**src/hw/rtl/xild_pkg.sv**
```systemverilog
// ----------------------------------------------------------------------------
// x86 length decoder package
// Shared widths, opcode class types and the byte-level decode functions used
// by the length decoder pipeline and its channel interfaces.
// ----------------------------------------------------------------------------
package xild_pkg;

  // Fixed payload widths of the channels.
  localparam int unsigned WORD_W = 64;
  localparam int unsigned LEN_W  = 5;
  localparam int unsigned MAX_BYTES = 16;

  // Width of a byte position: holds positions up to MAX_BYTES + 3.
  localparam int unsigned PTR_W = 5;

  // Legacy, segment and size prefix bytes.
  localparam logic [7:0] PFX_OPSIZE = 8'h66;
  localparam logic [7:0] PFX_ADSIZE = 8'h67;
  localparam logic [7:0] PFX_LOCK   = 8'hF0;
  localparam logic [7:0] PFX_REPNE  = 8'hF2;
  localparam logic [7:0] PFX_REP    = 8'hF3;
  localparam logic [7:0] PFX_CS     = 8'h2E;
  localparam logic [7:0] PFX_SS     = 8'h36;
  localparam logic [7:0] PFX_DS     = 8'h3E;
  localparam logic [7:0] PFX_ES     = 8'h26;
  localparam logic [7:0] PFX_FS     = 8'h64;
  localparam logic [7:0] PFX_GS     = 8'h65;

  // Two-byte opcode escape.
  localparam logic [7:0] OP_ESCAPE = 8'h0F;

  // How the length of an opcode is formed.
  typedef enum logic [1:0] {
    CLS_BAD,    // not recognized
    CLS_FIXED,  // opcode bytes plus immediate
    CLS_MODRM,  // opcode bytes plus ModR/M group plus immediate
    CLS_ESC     // two-byte escape
  } op_class_t;

  typedef struct packed {
    op_class_t  cls;
    logic [2:0] imm;
  } op_info_t;

  typedef logic [7:0] byte_t;

  function automatic logic is_prefix(input byte_t b);
    return (b == PFX_OPSIZE) || (b == PFX_ADSIZE) || (b == PFX_LOCK) ||
           (b == PFX_REPNE)  || (b == PFX_REP)    || (b == PFX_CS)   ||
           (b == PFX_SS)     || (b == PFX_DS)     || (b == PFX_ES)   ||
           (b == PFX_FS)     || (b == PFX_GS);
  endfunction

  // Class and immediate size of a one-byte opcode.
  function automatic op_info_t op1_info(input byte_t op);
    op_info_t info;
    info = '{cls: CLS_BAD, imm: 3'd0};
    if (op[7:4] == 4'h5) begin
      info = '{cls: CLS_FIXED, imm: 3'd0};
    end else if (op[7:3] == 5'b10111) begin
      info = '{cls: CLS_FIXED, imm: 3'd4};
    end else begin
      case (op)
        8'h90, 8'hC3, 8'hCC, 8'hC9: info = '{cls: CLS_FIXED, imm: 3'd0};
        8'h6A, 8'hEB:               info = '{cls: CLS_FIXED, imm: 3'd1};
        8'h68, 8'hE9, 8'hE8:        info = '{cls: CLS_FIXED, imm: 3'd4};
        8'hC2:                      info = '{cls: CLS_FIXED, imm: 3'd2};
        8'h88, 8'h8A, 8'h89, 8'h8B, 8'h84, 8'h85, 8'h8D,
        8'h01, 8'h03, 8'h29, 8'h2B, 8'h31, 8'h33, 8'h39, 8'h3B,
        8'hFF:                      info = '{cls: CLS_MODRM, imm: 3'd0};
        8'h83:                      info = '{cls: CLS_MODRM, imm: 3'd1};
        8'h81:                      info = '{cls: CLS_MODRM, imm: 3'd4};
        OP_ESCAPE:                  info = '{cls: CLS_ESC,   imm: 3'd0};
        default:                    info = '{cls: CLS_BAD,   imm: 3'd0};
      endcase
    end
    return info;
  endfunction

  // Class and immediate size of the second byte after the escape.
  function automatic op_info_t op2_info(input byte_t op);
    op_info_t info;
    info = '{cls: CLS_BAD, imm: 3'd0};
    if (op[7:4] == 4'h8) begin
      // Near conditional jumps carry a 32-bit offset.
      info = '{cls: CLS_FIXED, imm: 3'd4};
    end else begin
      case (op)
        8'h1F, 8'hB6, 8'hB7, 8'hBE, 8'hBF, 8'hAF:
                 info = '{cls: CLS_MODRM, imm: 3'd0};
        default: info = '{cls: CLS_BAD,   imm: 3'd0};
      endcase
    end
    return info;
  endfunction

  // True when the ModR/M byte is followed by a SIB byte.
  function automatic logic needs_sib(input byte_t modrm);
    return (modrm[7:6] != 2'd3) && (modrm[2:0] == 3'd4);
  endfunction

  // Bytes taken by ModR/M, SIB and displacement.
  function automatic logic [3:0] operand_len(input byte_t modrm, input byte_t sib);
    logic [3:0] len;
    len = 4'd1;
    if (needs_sib(modrm)) begin
      len = len + 4'd1;
      if ((modrm[7:6] == 2'd0) && (sib[2:0] == 3'd5)) begin
        len = len + 4'd4;
      end
    end
    case (modrm[7:6])
      2'd0:    len = (modrm[2:0] == 3'd5) ? len + 4'd4 : len;
      2'd1:    len = len + 4'd1;
      2'd2:    len = len + 4'd4;
      default: len = len;
    endcase
    return len;
  endfunction

endpackage

```
**src/hw/rtl/xild_if.sv**
```systemverilog
// ----------------------------------------------------------------------------
// x86 length decoder channel interfaces
// Valid/ready channels for code window requests and length results.
// ----------------------------------------------------------------------------
interface xild_in_if import xild_pkg::*; ();
  logic              valid;
  logic              ready;
  logic [WORD_W-1:0] bytes_low;
  logic [WORD_W-1:0] bytes_high;

  modport source (output valid, output bytes_low, output bytes_high, input ready);
  modport sink   (input valid, input bytes_low, input bytes_high, output ready);
endinterface

interface xild_out_if import xild_pkg::*; ();
  logic             valid;
  logic             ready;
  logic [LEN_W-1:0] insn_length;

  modport source (output valid, output insn_length, input ready);
  modport sink   (input valid, input insn_length, output ready);
endinterface

```
**src/hw/rtl/x86_insn_length_decode_unit.sv**
```systemverilog
// An accepted request is registered in stages 1, 2 and 3 before its result shows on out_if.
// Throughput: one request per cycle while out_if is ready; each stage holds only
// while the stage after it is full and stalled, and ready runs back combinationally.
// The critical stage is the prefix-run priority search over the window.
// Reset clears all stage valid bits; payload registers are not reset.
// ----------------------------------------------------------------------------
// x86 instruction length decode unit
// Three-stage pipeline: prefix skip, byte select, opcode decode and sum.
// ----------------------------------------------------------------------------
module x86_insn_length_decode_unit import xild_pkg::*; #(
  parameter int unsigned WINDOW_BYTES = 16
) (
  input  logic       clk,
  input  logic       rst_n,
  xild_in_if.sink    in_if,
  xild_out_if.source out_if
);

  localparam logic [PTR_W-1:0] WIN_END = PTR_W'(WINDOW_BYTES);

  // Stage handshake: a stage may load when empty or when it moves on.
  logic s1_v_r, s2_v_r, s3_v_r;
  logic s1_free, s2_free, s3_free;

  assign s3_free     = !s3_v_r || out_if.ready;
  assign s2_free     = !s2_v_r || s3_free;
  assign s1_free     = !s1_v_r || s2_free;
  assign in_if.ready = s1_free;

  // Stage 1: find the first byte of the window that is not a prefix.
  logic [2*WORD_W-1:0] win_bits;
  byte_t               win [MAX_BYTES];
  logic [PTR_W-1:0]    pfx_end;

  always_comb begin
    win_bits = {in_if.bytes_high, in_if.bytes_low};
    for (int i = 0; i < MAX_BYTES; i++) begin
      win[i] = win_bits[8*i +: 8];
    end
    pfx_end = WIN_END;
    for (int i = WINDOW_BYTES - 1; i >= 0; i--) begin
      if (!is_prefix(win[i])) begin
        pfx_end = PTR_W'(i);
      end
    end
  end

  byte_t            s1_win_r [MAX_BYTES];
  logic [PTR_W-1:0] s1_n_r;

  always_ff @(posedge clk) begin
    if (!rst_n) begin
      s1_v_r <= 1'b0;
    end else if (s1_free) begin
      s1_v_r <= in_if.valid;
    end
    if (s1_free && in_if.valid) begin
      s1_win_r <= win;
      s1_n_r   <= pfx_end;
    end
  end

  // Stage 2: pick the opcode byte and the three bytes after it.
  logic [PTR_W-1:0] pos [4];
  byte_t            pick_nxt [4];
  logic [3:0]       inwin_nxt;

  always_comb begin
    for (int k = 0; k < 4; k++) begin
      pos[k]       = s1_n_r + PTR_W'(k);
      inwin_nxt[k] = pos[k] < WIN_END;
      pick_nxt[k]  = s1_win_r[pos[k][3:0]];
    end
  end

  byte_t            s2_b_r [4];
  logic [3:0]       s2_inwin_r;
  logic [PTR_W-1:0] s2_n_r;

  always_ff @(posedge clk) begin
    if (!rst_n) begin
      s2_v_r <= 1'b0;
    end else if (s2_free) begin
      s2_v_r <= s1_v_r;
    end
    if (s2_free && s1_v_r) begin
      s2_b_r     <= pick_nxt;
      s2_inwin_r <= inwin_nxt;
      s2_n_r     <= s1_n_r;
    end
  end

  // Stage 3: classify the opcode and add up the length.
  logic       is_esc;
  op_info_t   info1, info;
  byte_t      modrm, sib;
  logic       ok_modrm, ok_sib;
  logic [5:0] head;
  logic [5:0] len;

  always_comb begin
    info1    = op1_info(s2_b_r[0]);
    is_esc   = info1.cls == CLS_ESC;
    info     = is_esc ? op2_info(s2_b_r[1]) : info1;
    modrm    = is_esc ? s2_b_r[2] : s2_b_r[1];
    sib      = is_esc ? s2_b_r[3] : s2_b_r[2];
    ok_modrm = is_esc ? s2_inwin_r[2] : s2_inwin_r[1];
    ok_sib   = is_esc ? s2_inwin_r[3] : s2_inwin_r[2];
    head     = 6'(s2_n_r) + (is_esc ? 6'd2 : 6'd1);
    len      = 6'd0;
    if (s2_inwin_r[0] && (!is_esc || s2_inwin_r[1])) begin
      case (info.cls)
        CLS_FIXED: len = head + 6'(info.imm);
        CLS_MODRM: begin
          if (ok_modrm && (!needs_sib(modrm) || ok_sib)) begin
            len = head + 6'(operand_len(modrm, sib)) + 6'(info.imm);
          end
        end
        default:   len = 6'd0;
      endcase
    end
  end

  logic [LEN_W-1:0] s3_len_r;

  always_ff @(posedge clk) begin
    if (!rst_n) begin
      s3_v_r <= 1'b0;
    end else if (s3_free) begin
      s3_v_r <= s2_v_r;
    end
    if (s3_free && s2_v_r) begin
      s3_len_r <= len[LEN_W-1:0];
    end
  end

  assign out_if.valid       = s3_v_r;
  assign out_if.insn_length = s3_len_r;

endmodule

```
**src/flat_wrapper.sv**
```systemverilog
// flat-port wrapper written by rule: the top's interface ports become plain ports
module x86_insn_length_decode_unit_flat import xild_pkg::*;
#(
  parameter int unsigned WINDOW_BYTES = 16
)
  (clk, rst_n, in_if_valid, in_if_bytes_low, in_if_bytes_high, in_if_ready, out_if_valid, out_if_insn_length, out_if_ready);
  xild_in_if in_if_i ();
  xild_out_if out_if_i ();
  input  logic clk;
  input  logic rst_n;
  input wire logic [$bits(in_if_i.valid)-1:0] in_if_valid;
  input wire logic [$bits(in_if_i.bytes_low)-1:0] in_if_bytes_low;
  input wire logic [$bits(in_if_i.bytes_high)-1:0] in_if_bytes_high;
  output wire logic [$bits(in_if_i.ready)-1:0] in_if_ready;
  output wire logic [$bits(out_if_i.valid)-1:0] out_if_valid;
  output wire logic [$bits(out_if_i.insn_length)-1:0] out_if_insn_length;
  input wire logic [$bits(out_if_i.ready)-1:0] out_if_ready;
  assign in_if_i.valid = in_if_valid;
  assign in_if_i.bytes_low = in_if_bytes_low;
  assign in_if_i.bytes_high = in_if_bytes_high;
  assign in_if_ready = in_if_i.ready;
  assign out_if_valid = out_if_i.valid;
  assign out_if_insn_length = out_if_i.insn_length;
  assign out_if_i.ready = out_if_ready;
  x86_insn_length_decode_unit #(.WINDOW_BYTES(WINDOW_BYTES)) u_core (.clk(clk), .rst_n(rst_n), .in_if(in_if_i), .out_if(out_if_i));
endmodule
```
**config.mk**
```make
export PLATFORM = sky130hd
export DESIGN_NAME = x86_insn_length_decode_unit_flat
export DESIGN_NICKNAME = d
export VERILOG_FILES = /design/src/hw/rtl/xild_pkg.sv /design/src/hw/rtl/xild_if.sv /design/src/hw/rtl/x86_insn_length_decode_unit.sv /design/src/flat_wrapper.sv
export SDC_FILE = /design/constraint.sdc
export NUM_CORES = 1
export LEC_CHECK = 0
export ABC_AREA = 1
export BUFFER_PORTS_ARGS = -buffer_cell sky130_fd_sc_hd__buf_2
export CAP_MARGIN = 20
export CORE_AREA = 2 2 176 178
export CTS_CLUSTER_DIAMETER = 100
export CTS_CLUSTER_SIZE = 30
export DETAILED_ROUTE_END_ITERATION = 7
export DIE_AREA = 0 0 178 180
export HOLD_SLACK_MARGIN = 0.15
export PLACE_DENSITY = 0.63
export SYNTH_ARGS = -nofsm -noshare
export SYNTH_HDL_FRONTEND = slang
export SYNTH_SLANG_ARGS = --single-unit
export TNS_END_PERCENT = 50
```
**constraint.sdc**
```tcl
create_clock -name clk -period 5.9 [get_ports clk]
set_clock_uncertainty 0.1 [all_clocks]
set_input_delay 1.475 -clock clk [delete_from_list [all_inputs] [get_ports clk]]
set_output_delay 1.475 -clock clk [all_outputs]
set_load 0.02 [all_outputs]
```
### Word level (Yosys, flattened, before mapping)

Cells that the tools add are included.

| storage, ports and cells | value |
|---|---|
| flip-flop bits (word level) | 177 |
| output and inout port bits | 7 |
| word-level logic and storage cells | 512 |
| bits of input ports | 132 |

| operators by class | value |
|---|---|
| $lt $le $gt $ge | 8 |
| equality and inequality tests | 223 |
| add/subtract/negate cells | 9 |
| bitwise gates (word level) | 4 |
| muxes and demuxes | 50 |
| reduce and logical (&&, ||, !) cells | 187 |

Operators with widths:

| kind | number |
|---|---|
| $eq A8 B8 Y1 const B | 71 |
| $eq A8 B6 Y1 const B | 70 |
| $eq A8 B7 Y1 const B | 66 |
| $logic_or A1 B1 Y1 | 165 |
| $bmux W8 S4 | 4 |
| $mux W4 | 15 |
| $mux W8 | 7 |
| $pmux W5 S8 | 1 |
| $mux W5 | 7 |
| $mux W3 | 8 |
| $ge A5 B5 Y1 const B | 4 |
| $lt A5 B5 Y1 const B | 4 |
| $not A4 Y5 | 4 |
| $reduce_or A16 Y1 | 1 |
| $reduce_and A15 Y1 | 1 |
| $pmux W4 S3 | 1 |
| $add A5 B2 Y5 const B | 2 |
| $add A5 B3 Y5 | 2 |
| $pmux W5 S2 | 1 |
| $eq A3 B3 Y1 const B | 3 |
| $eq A8 B1 Y1 const B | 1 |
| $eq A8 B2 Y1 const B | 1 |
| $eq A8 B4 Y1 const B | 1 |
| $eq A8 B5 Y1 const B | 1 |
| other kinds (23) | 40 |

### Logic depth before layout (Yosys ltp)

| logic depth | value |
|---|---|
| depth in word-level cells | 26 |
| gate-level depth with buffers | 21 |
| mapped depth without buffers | 21 |

### Worst setup path before layout

Ideal clock, no wire load.

| path | value |
|---|---|
| kind | input -> register |
| from | input out_if_ready |
| to | register u_core.s1_n_r[0] (enable) |
| path buffers | 0 |
| stages on the path | 6 |
| library setup time | 486 ps |
| data required time | 5314 ps |
| arrival | 4496 ps |
| slack | 818 ps |
| cells stage by stage | inv_1 nand2_1 nor2_1 nand2_1 nand2_1 inv_1 |

| on the way | value |
|---|---|
| word-level cells in the longest chain between the ends | 4 |

Ends and longest elaborated chain:

| element | RTL line | text |
|---|---|---|
| start, declared | flat_wrapper.sv:17 | `input wire logic [$bits(out_if_i.ready)-1:0] out_if_ready;` |
| $logic_or A1 B1 Y1 | x86_insn_length_decode_unit.sv:25 | `assign s3_free = !s3_v_r \|\| out_if.ready;` |
| $logic_or A1 B1 Y1 | x86_insn_length_decode_unit.sv:26 | `assign s2_free = !s2_v_r \|\| s3_free;` |
| $logic_or A1 B1 Y1 | x86_insn_length_decode_unit.sv:27 | `assign s1_free = !s1_v_r \|\| s2_free;` |
| via in_if_ready | flat_wrapper.sv:14 | `output wire logic [$bits(in_if_i.ready)-1:0] in_if_ready;` |
| $logic_and A1 B1 Y1 | x86_insn_length_decode_unit.sv:57 | `if (s1_free && in_if.valid) begin` |
| end signal, assigned | x86_insn_length_decode_unit.sv:59 | `s1_n_r <= pfx_end;` |
| end, declared | x86_insn_length_decode_unit.sv:49 | `logic [PTR_W-1:0] s1_n_r;` |

The timed path passes the listed nets, and every way through them passes these cells.
A chain may end at the register's enable or synchronous reset.

### Worst setup path after layout

| path | value |
|---|---|
| from | input out_if_ready |
| to | output in_if_ready |

| on the way | value |
|---|---|
| word-level cells in the longest chain between the ends | 3 |

Ends and longest elaborated chain:

| element | RTL line |
|---|---|
| $logic_or A1 B1 Y1 | x86_insn_length_decode_unit.sv:25 |
| $logic_or A1 B1 Y1 | x86_insn_length_decode_unit.sv:26 |
| $logic_or A1 B1 Y1 | x86_insn_length_decode_unit.sv:27 |
| end, declared | flat_wrapper.sv:14 |

Every way passes these cells.

==> run_results.csv <==
group,metric,value,unit
clock_network,cts_root_buf,"clkbuf_16",
route,drc,0,
synthesis,synth_cell_types,51,
power_and_ir_drop,vdd_ir_drop_max,0.142,mV
clock_network,cts_resized,0,
worst_setup_path,end_kind,"output port",
synthesis,syn_nets,1347,
sta,fin_crit_sh,61.5,%
worst_setup_path,crit_required,4.32,ns
grt,grt_pass1_wl,45200,um
floorplan,die_y,180,um
cells_and_area,final_common_cell,"nand2_1",
grt,grt_max_degree,91,
worst_setup_path,arrival,2.06,ns
synthesis,synth_edf_count,171,
sta,tns,0,ns
grt,grt_usage,18.5,%
placement,gp_congestion,0.909,
cells_and_area,layout_common_cells,"nand2_1, edfxtp_1, buf_2",
floorplan,core_area,30200,um^2
placement,io_buffers,138,
synthesis,syn-instance-count,1194,
grt,grt_overflow_total,0,
cells_and_area,syn_to_final_growth,15.7,%
job,cap_violations,0,
clock_network,cts_tree,"done",
synthesis,synthesis.area,10400,um^2
power_and_ir_drop,leakagePower,4.94,nW
route,vias,8924,
cells_and_area,drive_gt1_share,16.3,%
sta,final.min_clock_period,3.63,ns
route,ant_nets,0,
floorplan,fp.dieW,178,um
worst_hold_path,hp-class,"flop to flop",
clock_network,cts_sinks,174,
power_and_ir_drop,powerDensity,250,nW/um^2
floorplan,rows,64,
synthesis,synth_warnings,0,
sta,drv_slew,0,
placement,dp_hpwl,22500,um
sta,worst_slew_pin_slew,1.01,ns
grt,antenna_found_initial,0,
sta,setup_viol,0,
worst_setup_path,worstSetupPathType,"primary input to output port",
clock_network,hold_buffers,0,
clock_network,cts_made_buffers,17,
synthesis,yosys_most_used_dff,"edfxtp_1",
cells_and_area,layout.nets,1461,
synthesis,ys_seq_area_share,49.8,%
route,viasPerCell,5.20,
synthesis,async_flop_share,0,%
grt,first_global_vias,8332,
worst_setup_path,crit_fanout,3,
worst_setup_path,crit_chain,"buf_2 -> inv_1 -> nand2_1 -> nor2_1 -> nand2_1 -> buf_2",
clock_network,postCtsSetupBuffers,0,
route,drt-initial-drc-count,747,
floorplan,start_util,34.6,%
floorplan,dieArea,32000,um^2
clock_network,cts_max_level,4,
sta,slew_headroom,32.7,%
clock_network,insertion_delay,0.44,ns
sta,hold_ws,0.383,ns
route,avgRoutedWirePerCell,17.1,um
cells_and_area,utilization,40.0,%
route,first_pass_iters,6,
cells_and_area,fin_area,12100,um^2
status,status,"completed",
route,totalWireLength,29300,um
sta,clock.fmax,275,MHz
cells_and_area,antenna_cells,0,
worst_setup_path,start_kind,"primary input",
synthesis,avgSynthCellArea,8.74,um^2
sta,hold_viol,0,
synthesis,ys_ff_latch,174,
worst_setup_path,cpMaxStageDelayCell,"buf_2",
placement,placedInstanceArea,11500,um^2
clock_network,clk_pin_slew,0.07,ns
worst_setup_path,cpPeakStageDelay,0.16,ns
sta,rsz0062_at_grt,"no",
floorplan,io_pins,139,
clock_network,clock_path_buffers,2,
[critical path: cells and delay by family]
| kind | cells | cell delay (ns) |
|---|---|---|
| and+or+nand+nor | 3 | 0.27 |
| buffers and inverters | 3 | 0.30 |
[area by class of cell]
cell class              count  area, um^2
clock buffers              17         425
flip-flops and latches    174        5190
fillers                  2984       18100
clock inverters            15         173
well taps                 396         495
multi-input cells         821        4450
inverters                 143         544
repair buffers            151         788
[registers in the layout, summed over array words and instances (netlist names)]
| signal | flops |
|---|---|
| u_core.out_if.valid | 1 |
| u_core.s2_v_r | 1 |
| u_core.s2_inwin_r | 4 |
| u_core.out_if.insn_length | 5 |
| u_core.s2_n_r | 5 |
| u_core.s1_v_r | 1 |
| u_core.s1_n_r | 5 |
| u_core.s2_b_r | 24 |
| u_core.s1_win_r | 128 |
[Yosys cell counts, types with 3 or more instances]
library cell	count	share of area (%)
nand2_1	253	9.1
clkbuf_1	35	1.3
o21ai_0	108	5.2
o211ai_1	55	4.0
nor3_1	8	0.38
nor4_1	3	0.18
o21ai_1	5	0.24
or2_2	3	0.18
dfxtp_1	3	0.58
a311oi_1	7	0.59
buf_2	14	0.67
inv_2	10	0.36
o21ai_2	3	0.25
fa_1	6	1.2
buf_6	3	0.32
nand4_1	20	1.2
a31oi_1	25	1.5
edfxtp_1	171	49
a21boi_0	13	0.94
a21oi_1	65	3.1
nand3_1	60	2.9
o2111ai_1	4	0.34
mux2i_1	32	3.1
buf_1	4	0.14
xor2_1	10	0.84
ha_1	15	1.8
nor2_1	100	3.6
inv_1	130	4.7
nand2_2	4	0.24
[cells by family (layout without fill, tap and decap cells)]
| logic type | count (synthesis) | after routing | synth area share, % |
|---|---|---|---|
| buf+inv | 199 | 326 | 7.59 |
| compound gates | 298 | 298 | 17.2 |
| xor+xnor | 12 | 12 | 1.08 |
| flops | 174 | 174 | 49.8 |
| simple gates | 457 | 457 | 18.3 |
| fa+ha+maj | 21 | 21 | 2.95 |
| other cells | 1 | 1 | 0.0359 |
| mux | 32 | 32 | 3.07 |
[path summary, 6_finish.rpt]
path / startpoint / end / slack (ns) / cells past startpoint
setup / recovery: out_if_ready / in_if_ready / 2.27 / 6
hold reg to reg: u_core.s2_v_r$_SDFFE_PN0P_ / u_core.out_if.valid$_SDFFE_PN0P_ / 0.38 / 2
setup reg to reg: u_core.s2_b_r[29]$_DFFE_PP_ / u_core.out_if.insn_length[4]$_SDFFCE_PN0P_ / 2.31 / 15
hold / removal: u_core.s2_v_r$_SDFFE_PN0P_ / u_core.out_if.valid$_SDFFE_PN0P_ / 0.38 / 2
[power by group]
| group | internal (mW) | switching [mW] |
|---|---|---|
| sequential | 1.44 | 0.0374 |
| clock | 0.605 | 0.529 |
| combinational | 0.139 | 0.272 |
| total | 2.18 | 0.838 |
[stage by stage]
stage	total power, mW	instances	setup WS [ns]
detailed placement	1.91	1685	2.26
global placement	1.90	1685	2.25
CTS	3.03	1717	2.26
global route	3.14	1717	2.11
floorplan	1.74	1194	0.818
finish	3.02	1717	2.27
[per-layer routing]
metal	track usage (%)	vias to the layer above	part of all wire [%]
met5	0	-	0
met4	8.72	0	4.0
met3	3.17	57	5.6
met2	29.3	318	47
met1	24.4	4157	44
li1	-	4392	-
Power figures use the tool's default switching activity.
